### config.mk
export PLATFORM = sky130hd
export DESIGN_NAME = sorted_table_nearest_value
export DESIGN_NICKNAME = d
export VERILOG_FILES = /design/src/rtl/core/stnv_pkg.sv /design/src/rtl/core/stnv_cell.sv /design/src/rtl/core/stnv_ctrl.sv /design/src/rtl/core/sorted_table_nearest_value.sv
export SDC_FILE = /design/constraint.sdc
export NUM_CORES = 2
export LEC_CHECK = 0
export ABC_AREA = 1
export BUFFER_PORTS_ARGS = -buffer_cell sky130_fd_sc_hd__buf_4
export CORE_MARGIN = 8
export CORE_UTILIZATION = 40
export DETAILED_ROUTE_END_ITERATION = 10
export HOLD_SLACK_MARGIN = 0.1
export PLACE_DENSITY = 0.6
export SKIP_CTS_REPAIR_TIMING = 1
export SLEW_MARGIN = 20
export SYNTH_ARGS = -nofsm -noshare
export SYNTH_HDL_FRONTEND = slang
export SYNTH_SLANG_ARGS = --single-unit
### constraint.sdc
create_clock -name clk -period 40.2 [get_ports clk]
set_clock_uncertainty 0.1 [all_clocks]
set_input_delay 0 -clock clk [delete_from_list [all_inputs] [get_ports clk]]
set_output_delay 0 -clock clk [all_outputs]
set_load 0.01 [all_outputs]
### src/rtl/core/stnv_pkg.sv
// Shared types and constants for the sorted table nearest value block.
`timescale 1ns / 1ps

package stnv_pkg;

  localparam int DATA_W  = 32;
  localparam int DIFF_W  = 33;
  localparam int COUNT_W = 5;
  localparam int INDEX_W = 4;

  localparam logic [COUNT_W-1:0] COUNT_RESET = 5'd16;

  localparam logic FUNC_LOAD  = 1'b0;
  localparam logic FUNC_QUERY = 1'b1;

  // Per-cell compare results: target vs. own entry, and pair decision with upper neighbor.
  typedef struct packed {
    logic lt;
    logic eq;
    logic gt;
    logic up;
  } cell_flags_t;

  typedef struct packed {
    logic in_ready;
    logic result_load;
  } ctl_t;

endpackage

### src/rtl/core/stnv_cell.sv
// One table cell: holds an entry, its difference to the target and the pair decision.
`timescale 1ns / 1ps

module stnv_cell import stnv_pkg::*; (
  input  logic                     clk,
  input  logic                     we,
  input  logic signed [DATA_W-1:0] wdata,
  input  logic                     diff_en,
  input  logic signed [DATA_W-1:0] target,
  input  logic signed [DIFF_W-1:0] nbr_diff,
  output logic signed [DATA_W-1:0] entry,
  output logic signed [DIFF_W-1:0] diff,
  output cell_flags_t              flags
);

  logic              up;
  logic [DIFF_W:0]   pair_sum;

  // (t - e[i]) + (t - e[i+1]) >= 0  <=>  t - e[i] >= e[i+1] - t
  assign pair_sum = {diff[DIFF_W-1], diff} + {nbr_diff[DIFF_W-1], nbr_diff};

  always_ff @(posedge clk) begin
    if (we) begin
      entry <= wdata;
    end
    if (diff_en) begin
      diff <= {target[DATA_W-1], target} - {entry[DATA_W-1], entry};
    end
    up <= ~pair_sum[DIFF_W];
  end

  always_comb begin
    flags.lt = diff[DIFF_W-1];
    flags.eq = (diff == '0);
    flags.gt = ~diff[DIFF_W-1] && (diff != '0);
    flags.up = up;
  end

endmodule

### src/rtl/core/stnv_ctrl.sv
// Search sequencer: walks the binary search over the cell compare flags.
`timescale 1ns / 1ps

module stnv_ctrl import stnv_pkg::*; #(
  parameter int TABLE_DEPTH = 16
) (
  input  logic                              clk,
  input  logic                              rst,
  input  logic                              in_valid,
  input  logic                              func,
  input  logic [COUNT_W-1:0]                entry_count,
  input  logic                              out_stall,
  input  cell_flags_t                       flags [TABLE_DEPTH],
  output ctl_t                              ctl,
  output logic [$clog2(TABLE_DEPTH)-1:0]    res_idx
);

  localparam int IDX_W = $clog2(TABLE_DEPTH);
  localparam int CNT_W = $clog2(TABLE_DEPTH + 1);

  typedef enum logic [2:0] {
    ST_IDLE,
    ST_EDGE,
    ST_WALK,
    ST_FIN
  } state_t;

  state_t           state;
  logic [CNT_W-1:0] lo;
  logic [CNT_W-1:0] hi;
  logic [IDX_W-1:0] mid;
  logic [IDX_W-1:0] sel;
  logic             pair;

  logic [CNT_W-1:0] n_c;
  logic [IDX_W-1:0] last_c;
  logic [CNT_W:0]   mid_sum;
  logic [IDX_W-1:0] mid_c;
  logic [IDX_W-1:0] mid_dn;
  logic [CNT_W:0]   mid_nx;
  logic             nx_ok;

  always_comb begin
    if (entry_count == '0) begin
      n_c = CNT_W'(1);
    end else if (32'(entry_count) > 32'(TABLE_DEPTH)) begin
      n_c = CNT_W'(TABLE_DEPTH);
    end else begin
      n_c = CNT_W'(entry_count);
    end
    last_c  = IDX_W'(n_c - CNT_W'(1));
    mid_sum = {1'b0, lo} + {1'b0, hi};
    mid_c   = IDX_W'(mid_sum >> 1);
    mid_dn  = mid_c - IDX_W'(1);
    mid_nx  = (CNT_W + 1)'(mid_c) + (CNT_W + 1)'(1);
    nx_ok   = mid_nx < {1'b0, n_c};
  end

  assign res_idx         = pair ? sel + IDX_W'(flags[sel].up) : sel;
  assign ctl.in_ready    = (state == ST_IDLE);
  assign ctl.result_load = (state == ST_FIN) && !out_stall;

  always_ff @(posedge clk) begin
    if (rst) begin
      state <= ST_IDLE;
      lo    <= '0;
      hi    <= '0;
      mid   <= '0;
      sel   <= '0;
      pair  <= 1'b0;
    end else begin
      unique case (state)
        ST_IDLE: begin
          if (in_valid && func == FUNC_QUERY) begin
            state <= ST_EDGE;
          end
        end
        ST_EDGE: begin
          pair <= 1'b0;
          if (flags[0].lt || flags[0].eq) begin
            sel   <= '0;
            state <= ST_FIN;
          end else if (flags[last_c].gt || flags[last_c].eq) begin
            sel   <= last_c;
            state <= ST_FIN;
          end else begin
            lo    <= '0;
            hi    <= n_c;
            mid   <= '0;
            state <= ST_WALK;
          end
        end
        ST_WALK: begin
          if (lo < hi) begin
            mid <= mid_c;
            if (flags[mid_c].eq) begin
              sel   <= mid_c;
              state <= ST_FIN;
            end else if (flags[mid_c].lt) begin
              if (mid_c != '0 && flags[mid_dn].gt) begin
                sel   <= mid_dn;
                pair  <= 1'b1;
                state <= ST_FIN;
              end else begin
                hi <= CNT_W'(mid_c);
              end
            end else begin
              if (nx_ok && flags[IDX_W'(mid_nx)].lt) begin
                sel   <= mid_c;
                pair  <= 1'b1;
                state <= ST_FIN;
              end else begin
                lo <= CNT_W'(mid_nx);
              end
            end
          end else begin
            sel   <= mid;
            state <= ST_FIN;
          end
        end
        ST_FIN: begin
          if (!out_stall) begin
            state <= ST_IDLE;
          end
        end
        default: begin
          state <= ST_IDLE;
        end
      endcase
    end
  end

endmodule

### src/rtl/core/sorted_table_nearest_value.sv
// Top level: sorted table of signed entries answering nearest-value queries.
// Flow: a query's difference is registered in every cell, then the edge check, the search walk
//   (skipped for targets at or beyond a table end) and the result load run in turn.
// No new transaction is taken until the query's result is loaded, which waits out a pending result;
//   a load transaction gives no result and leaves the input ready.
// Reset: entry_count returns to 16, handshake state clears; table contents are undefined.
`timescale 1ns / 1ps

module sorted_table_nearest_value import stnv_pkg::*; #(
  parameter int TABLE_DEPTH = 16
) (
  input  logic                     clk,
  input  logic                     rst,
  input  logic                     in_valid,
  output logic                     in_ready,
  input  logic                     func,
  input  logic [INDEX_W-1:0]       entry_index,
  input  logic signed [DATA_W-1:0] operand_value,
  output logic                     out_valid,
  input  logic                     out_ready,
  output logic signed [DATA_W-1:0] closest_value,
  input  logic                     cfg_we,
  input  logic [COUNT_W-1:0]       cfg_wdata
);

  localparam int IDX_W = $clog2(TABLE_DEPTH);

  logic [COUNT_W-1:0]       entry_count;
  logic                     in_fire;
  logic                     load_go;
  logic                     diff_en;
  logic                     out_stall;
  ctl_t                     ctl;
  logic [IDX_W-1:0]         res_idx;
  cell_flags_t              flags   [TABLE_DEPTH];
  logic signed [DATA_W-1:0] entries [TABLE_DEPTH];
  logic signed [DIFF_W-1:0] diffs   [TABLE_DEPTH + 1];

  assign in_ready  = ctl.in_ready;
  assign in_fire   = in_valid && in_ready;
  assign load_go   = in_fire && (func == FUNC_LOAD);
  assign diff_en   = in_fire && (func == FUNC_QUERY);
  assign out_stall = out_valid && !out_ready;
  assign diffs[TABLE_DEPTH] = '0;

  for (genvar i = 0; i < TABLE_DEPTH; i++) begin : g_cell
    stnv_cell u_cell (
      .clk      (clk),
      .we       (load_go && ({28'd0, entry_index} == 32'(i))),
      .wdata    (operand_value),
      .diff_en  (diff_en),
      .target   (operand_value),
      .nbr_diff (diffs[i + 1]),
      .entry    (entries[i]),
      .diff     (diffs[i]),
      .flags    (flags[i])
    );
  end

  stnv_ctrl #(
    .TABLE_DEPTH (TABLE_DEPTH)
  ) u_ctrl (
    .clk         (clk),
    .rst         (rst),
    .in_valid    (in_valid),
    .func        (func),
    .entry_count (entry_count),
    .out_stall   (out_stall),
    .flags       (flags),
    .ctl         (ctl),
    .res_idx     (res_idx)
  );

  always_ff @(posedge clk) begin
    if (rst) begin
      entry_count <= COUNT_RESET;
      out_valid   <= 1'b0;
    end else begin
      if (cfg_we) begin
        entry_count <= cfg_wdata;
      end
      if (ctl.result_load) begin
        out_valid <= 1'b1;
      end else if (out_ready) begin
        out_valid <= 1'b0;
      end
    end
  end

  always_ff @(posedge clk) begin
    if (ctl.result_load) begin
      closest_value <= entries[res_idx];
    end
  end

  a_no_overwrite: assert property (@(posedge clk) disable iff (rst)
    ctl.result_load |-> (!out_valid || out_ready))
    else $error("result loaded over a pending transaction");

  a_query_busy: assert property (@(posedge clk) disable iff (rst)
    (in_valid && in_ready && func == FUNC_QUERY) |=> !in_ready)
    else $error("input ready right after a query transaction");

  a_valid_source: assert property (@(posedge clk) disable iff (rst)
    $rose(out_valid) |-> $past(ctl.result_load))
    else $error("out_valid rose without a result load");

endmodule

; ---- After elaboration in Yosys (flattened, before gate mapping)
; Index checks and enable logic that the tools add are counted.
[totals]
regBits = 1116
inputBits = 47
wordCells = 326
[op_classes]
muxes = 65
bitwise_logic = 38
addsub = 36
order_cmp = 9
reduce_logical = 88
n_eq_ne = 33
[op_table]
columns = cell, count
row1 = $logic_not 33->1, 16
row2 = $reduce_bool 33->1, 16
row3 = $sub 32x32->33, 16
row4 = $add 33x33->34, 15
row5 = $bmux 32 s4, 1
row6 = $bmux 4 s4, 5
row7 = $mux 5, 14
row8 = $mux 32, 2
row9 = $mux 4, 15
row10 = $logic_and 1x1->1, 40
row11 = $eq 4x4->1 const B, 8
row12 = $not 1->1, 32
row13 = $ge 5x5->1 const B, 6
row14 = $mux 3, 10
row15 = $not 4->5, 6
row16 = $pmux 5 s2, 2
row17 = $eq 4x3->1 const B, 4
row18 = $pmux 4 s2, 2
row19 = $ne 2x2->1 const B, 7
row20 = $reduce_and 7->1, 2
row21 = $pmux 3 s4, 1
row22 = $reduce_and 4->1, 3
row23 = $lt 5x5->1, 2
row24 = $mux 1, 10
row25 = 23 further kinds, 34

; ---- Depth between registers and ports, before layout
[depth]
ltp_word = 12
depth_mapped = 23

; ---- Cells and area by module
; From an unflattened synthesis, not the netlist that was laid out.
[unflattened]
cells_unflattened = 13217
hier_area_um2 = 94680.8
[by_module_without_submodules]
columns = module, cells_per_inst, seq_area_each_um2, n_inst, area_each_um2
row1 = stnv_cell (g_cell[0].u_cell ...), 678, 1971.9, 8, 5175.0
row2 = stnv_cell (g_cell[7].u_cell ...), 705, 1971.9, 3, 5328.9
row3 = stnv_cell (g_cell[11].u_cell ...), 679, 1971.9, 3, 5215.0
row4 = sorted_table_nearest_value, 1642, 1081.0, 1, 7900.1
row5 = stnv_cell (g_cell[10].u_cell), 741, 1971.9, 1, 5440.2
row6 = stnv_cell (g_cell[6].u_cell), 725, 1971.9, 1, 5320.1
row7 = stnv_ctrl, 533, 420.4, 1, 2989.1

; ---- Worst setup path after synthesis
; No wires, ideal clock.
[synth_timing]
kind = flip-flop to flip-flop
startpoint = reg u_ctrl.state[0]
endpoint = reg g_cell[0].u_cell.diff[0] (enable)
path_buffers = 0
setup_ps = 2065
t_arrival_ps = 36056
path_stages_with_launch = 5
synth_period_minus_slack_ps = 38221
path_slack_ps = 1979
cell_sequence = dfxtp_1 -> inv_1 -> ha_1 -> inv_1 -> nor3_1
[synth_between]
elab_chain_cells = 3
[synth_rtl]
columns = item, line
row1 = start: declaration, stnv_ctrl.sv:28  ; state_t state;
row2 = start signal: assignment, stnv_ctrl.sv:65  ; state <= ST_IDLE;
row3 = start signal: assignment, stnv_ctrl.sv:75  ; state <= ST_EDGE;
row4 = start signal: assignment, stnv_ctrl.sv:82  ; state <= ST_FIN;
row5 = $logic_not 3->1, stnv_ctrl.sv:60  ; assign ctl.in_ready = (state == ST_IDLE);
row6 = via in_ready, sorted_table_nearest_value.sv:15  ; output logic in_ready,
row7 = $logic_and 1x1->1, sorted_table_nearest_value.sv:40  ; assign in_fire = in_valid && in_ready;
row8 = $logic_and 1x1->1, sorted_table_nearest_value.sv:42  ; assign diff_en = in_fire && (func == FUNC_QUERY);
row9 = via diff_en, sorted_table_nearest_value.sv:31  ; logic diff_en;
row10 = end signal: assignment, stnv_cell.sv:27  ; diff <= {target[DATA_W-1], target} - {entry[DATA_W-1], entry};
row11 = end: declaration, stnv_cell.sv:12  ; output logic signed [DIFF_W-1:0] diff,
; The timed path passes the listed nets, and every way through them passes these cells.
; A chain may end at the register's enable or synchronous reset.

; ---- Final worst setup path
[layout_timing]
startpoint = reg u_ctrl.sel[0]
endpoint = reg closest_value[15] (data pin)
[layout_between]
elab_chain_cells = 10
[layout_rtl]
columns = item, line
row1 = start: declaration, stnv_ctrl.sv:32  ; logic [IDX_W-1:0] sel;
row2 = start signal: assignment, stnv_ctrl.sv:84  ; sel <= last_c;
row3 = start signal: assignment, stnv_ctrl.sv:97  ; sel <= mid_c;
row4 = start signal: assignment, stnv_ctrl.sv:101  ; sel <= mid_dn;
row5 = $not 4->5 (not written as such), stnv_ctrl.sv:59  ; assign res_idx = pair ? sel + IDX_W'(flags[sel].up) : sel;
row6 = $bmux 4 s4, stnv_ctrl.sv:59
row7 = $mux 1 (not written as such) (2 in a row), stnv_ctrl.sv:59
row8 = $add 4x1->4, stnv_ctrl.sv:59
row9 = $mux 4 *, stnv_ctrl.sv:59
row10 = $not 4->5 (not written as such) *, sorted_table_nearest_value.sv:92  ; closest_value <= entries[res_idx];
row11 = $bmux 32 s4 *, sorted_table_nearest_value.sv:92
row12 = $mux 32 (not written as such) * (2 in a row), sorted_table_nearest_value.sv:92
row13 = end signal: assignment, sorted_table_nearest_value.sv:92
row14 = end: declaration, sorted_table_nearest_value.sv:21  ; output logic signed [DATA_W-1:0] closest_value,
; Every way passes the cells marked *; elsewhere a longest branch is shown, timed or not. The select of a mux whose other input is x is not followed.

==> qor.yml <==
worst_setup_path:
  cp.arrival_ps: 6050
  end_kind: "flop"
  required_ps: 40630
  crit_path_start_kind: "flop"
  critical_path_class: "reg2reg"
  cp_max_fo: 261
timing:
  finalSetupViolations: 0
  min_period_ps: 5620
  rsz0062_at_grt: "no"
  tns_ps: 0
  maxSlewHeadroom_pct: 18.9
  drv_slew: 0
  worst_pin_slew_ps: 1200
  fin_ws_ps: 34580
  fin_crit_sh_pct: 14.0
  fmax_mhz: 178
  hold_violations: 0
cts:
  clock_latency_ps: 820
  root_buffer: "clkbuf_16"
  numCtsBuffers: 143
  cts.sinks: 1115
  cts_tree: "built"
  cts_buffer_depth: 3
  clkSlewWorstSetupHoldPaths_ps: 60
  cts_htree_levels: 4
placed_design:
  portBuffers: 80
  gp_congestion: 1.04
  dp_cells: 11800
  dp_hpwl_um: 287000
  pre_cts_ws_ps: 34770
logic_synthesis:
  ys_seq_area_share_pct: 41.1
  synth_top_area_share_pct: 40.1
  synthTopCellsByArea: "edfxtp_1 40%, ha_1 16%, nand2_1 6.3%, a21oi_1 6.3%, inv_1 6.0%"
  synthArstFlopShare_pct: 0
  yosysWarningCount: 0
  ys.flop_type: "edfxtp_1"
  synthCells: 9135
  synth_area_um2: 80400
  synth_edf_count: 1072
  syn_area_per_cell_um2: 8.80
  synthDistinctLibCells: 56
  ys_ff_latch: 1115
  synth_top_cell_by_area: "edfxtp_1"
  synthesis.nets: 10200
floorplanning:
  die_width_um: 464
  initial_core_util_pct: 40.3
  io_pins: 81
  fp.dieArea_um2: 216000
  core_um2: 200000
  rows: 164
  die-height_um: 464
layout:
  final_core_util_pct: 45.0
  final_common_cell: "nand2_1"
  fin_nets: 10400
  nFillCells: 19300
  layout.cells.non_filler: 12100
  layout-drive-gt1-share_pct: 4.33
  final_cell_mix: "1356 x nand2_1, 1287 x inv_1, 1072 x edfxtp_1"
  area_delta_synth_final_pct: 11.8
pwr:
  power_density_nw_per_um2: 45.5
  p_total_mw: 4.09
  power.leakage_nw: 38.5
  ir_drop_mv: 0.0539
global_route:
  grt-ovfl-total: 0
  grt_max_degree: 262
  grt_usage_pct: 32.0
  grt_pass1_wl_um: 500000
  first_global_vias: 67100
  antenna_found_initial: 54
run:
  maxCapViolCount: 0
detailed_routing:
  drc: 0
  detail_route.vias_per_cell: 5.91
  dr.pass1.iters: 8
  drt_iter0_markers: 10100
  routed_wl_um: 360000
  wl_per_cell_um: 29.7
  vias: 71800
  antenna_left: 0
worst_hold_path:
  hold_path.class: "in2reg"
status:
  outcome: "finished clean"
-- registers in the layout, summed over array words and instances, names as in the netlist --
name / count
u_ctrl.sel: 4
u_ctrl.lo: 5
g_cell.u_cell.entry: 512
u_ctrl.pair: 1
u_ctrl.hi: 5
u_ctrl.state: 2
entry_count: 5
out_valid: 1
g_cell.u_cell.diff: 528
g_cell.u_cell.up: 16
closest_value: 32
u_ctrl.mid: 4
-- cells in the mapped netlist, types with 6 or more instances --
cell type	n
nand2_1	1357
inv_1	1290
edfxtp_1	1072
ha_1	1013
a21oi_1	1006
nor2_1	915
o21ai_0	544
xor2_1	350
nand3_1	225
xnor2_1	162
a31oi_1	142
nor3_1	134
nand4_1	132
clkbuf_1	105
a211oi_1	83
o21a_1	59
o211ai_1	57
o221ai_1	54
a21boi_0	49
a21o_1	45
dfxtp_1	43
o2111ai_1	36
o21ai_1	36
o311ai_0	29
a2111oi_0	20
a21boi_1	18
fa_1	17
nand3b_1	16
o21bai_1	15
and3_1	13
nand2_2	11
o31ai_1	11
nor4b_1	10
buf_2	9
inv_2	7
or2_2	6
-- cells by family after synthesis --
family	after synthesis	synth area share, %
AND/OR/NAND/NOR	2834	14.5
multiplexers	4	0.0498
flip-flops	1115	41.1
AO/OA/AOI/OAI	2216	15.8
XOR/XNOR	515	5.67
buffers and inverters	1421	6.68
adder cells (fa/ha/maj)	1030	16.2
-- worst paths after layout --
kind / start / to / slack [ps] / depth (start not counted)
setup / recovery: u_ctrl.sel[0] / closest_value[15] / 34580 / 15
hold / removal: operand_value[9] / g_cell[1].u_cell.entry[9] / 140 / 2
setup reg to reg: u_ctrl.sel[0] / closest_value[15] / 34580 / 15
hold reg to reg: u_ctrl.mid[0] / u_ctrl.mid[0] / 380 / 2
-- report_power, final --
part,switching (mW),internal [mW]
Sequential,0.158,1.42
Combinational,0.802,0.378
Clock,0.556,0.770
-- stage by stage --
step,hold WS [ps],cell area [um^2]
after floorplan,-1.13,80400
after global placement,121,84300
after detailed placement,126,84300
after CTS,-757,89100
after global routing,104,89800
final,137,89800
-- cell type report --
class | count | area, um^2 | area share (%)
antenna | 13 | 32.5 | 0.0362
clock buffer | 186 | 3920 | 4.36
clock inverter | 78 | 813 | 0.905
inverter | 1299 | 4880 | 5.43
multi-input combinational | 6599 | 42100 | 46.9
sequential | 1115 | 33100 | 36.8
tap | 2656 | 3320 | 3.70
timing repair buffer | 197 | 1720 | 1.91
-- critical path: stages (launching register included) --
cell and delay (ps):
dfxtp_1 670, mux2i_1 250, o21ai_0 90, o211ai_1 200, nand2_1 80, ha_1 270
nand2_1 50, buf_4 280, nand2_4 690, buf_12 740, buf_4 930, a21oi_1 160
o21ai_0 130, nand3_1 140, o311ai_0 150, nand2_1 100
-- metal layers --
metal  up-vias  part of all wire [%]  track usage, %
met5         -                 0.019               0
met4        10                   5.3            13.9
met3       677                    11            6.68
met2      3886                    42            48.0
met1     34700                    42            44.6
li1      32500                     -               -
No activity file was read; power rests on OpenSTA's default activity.
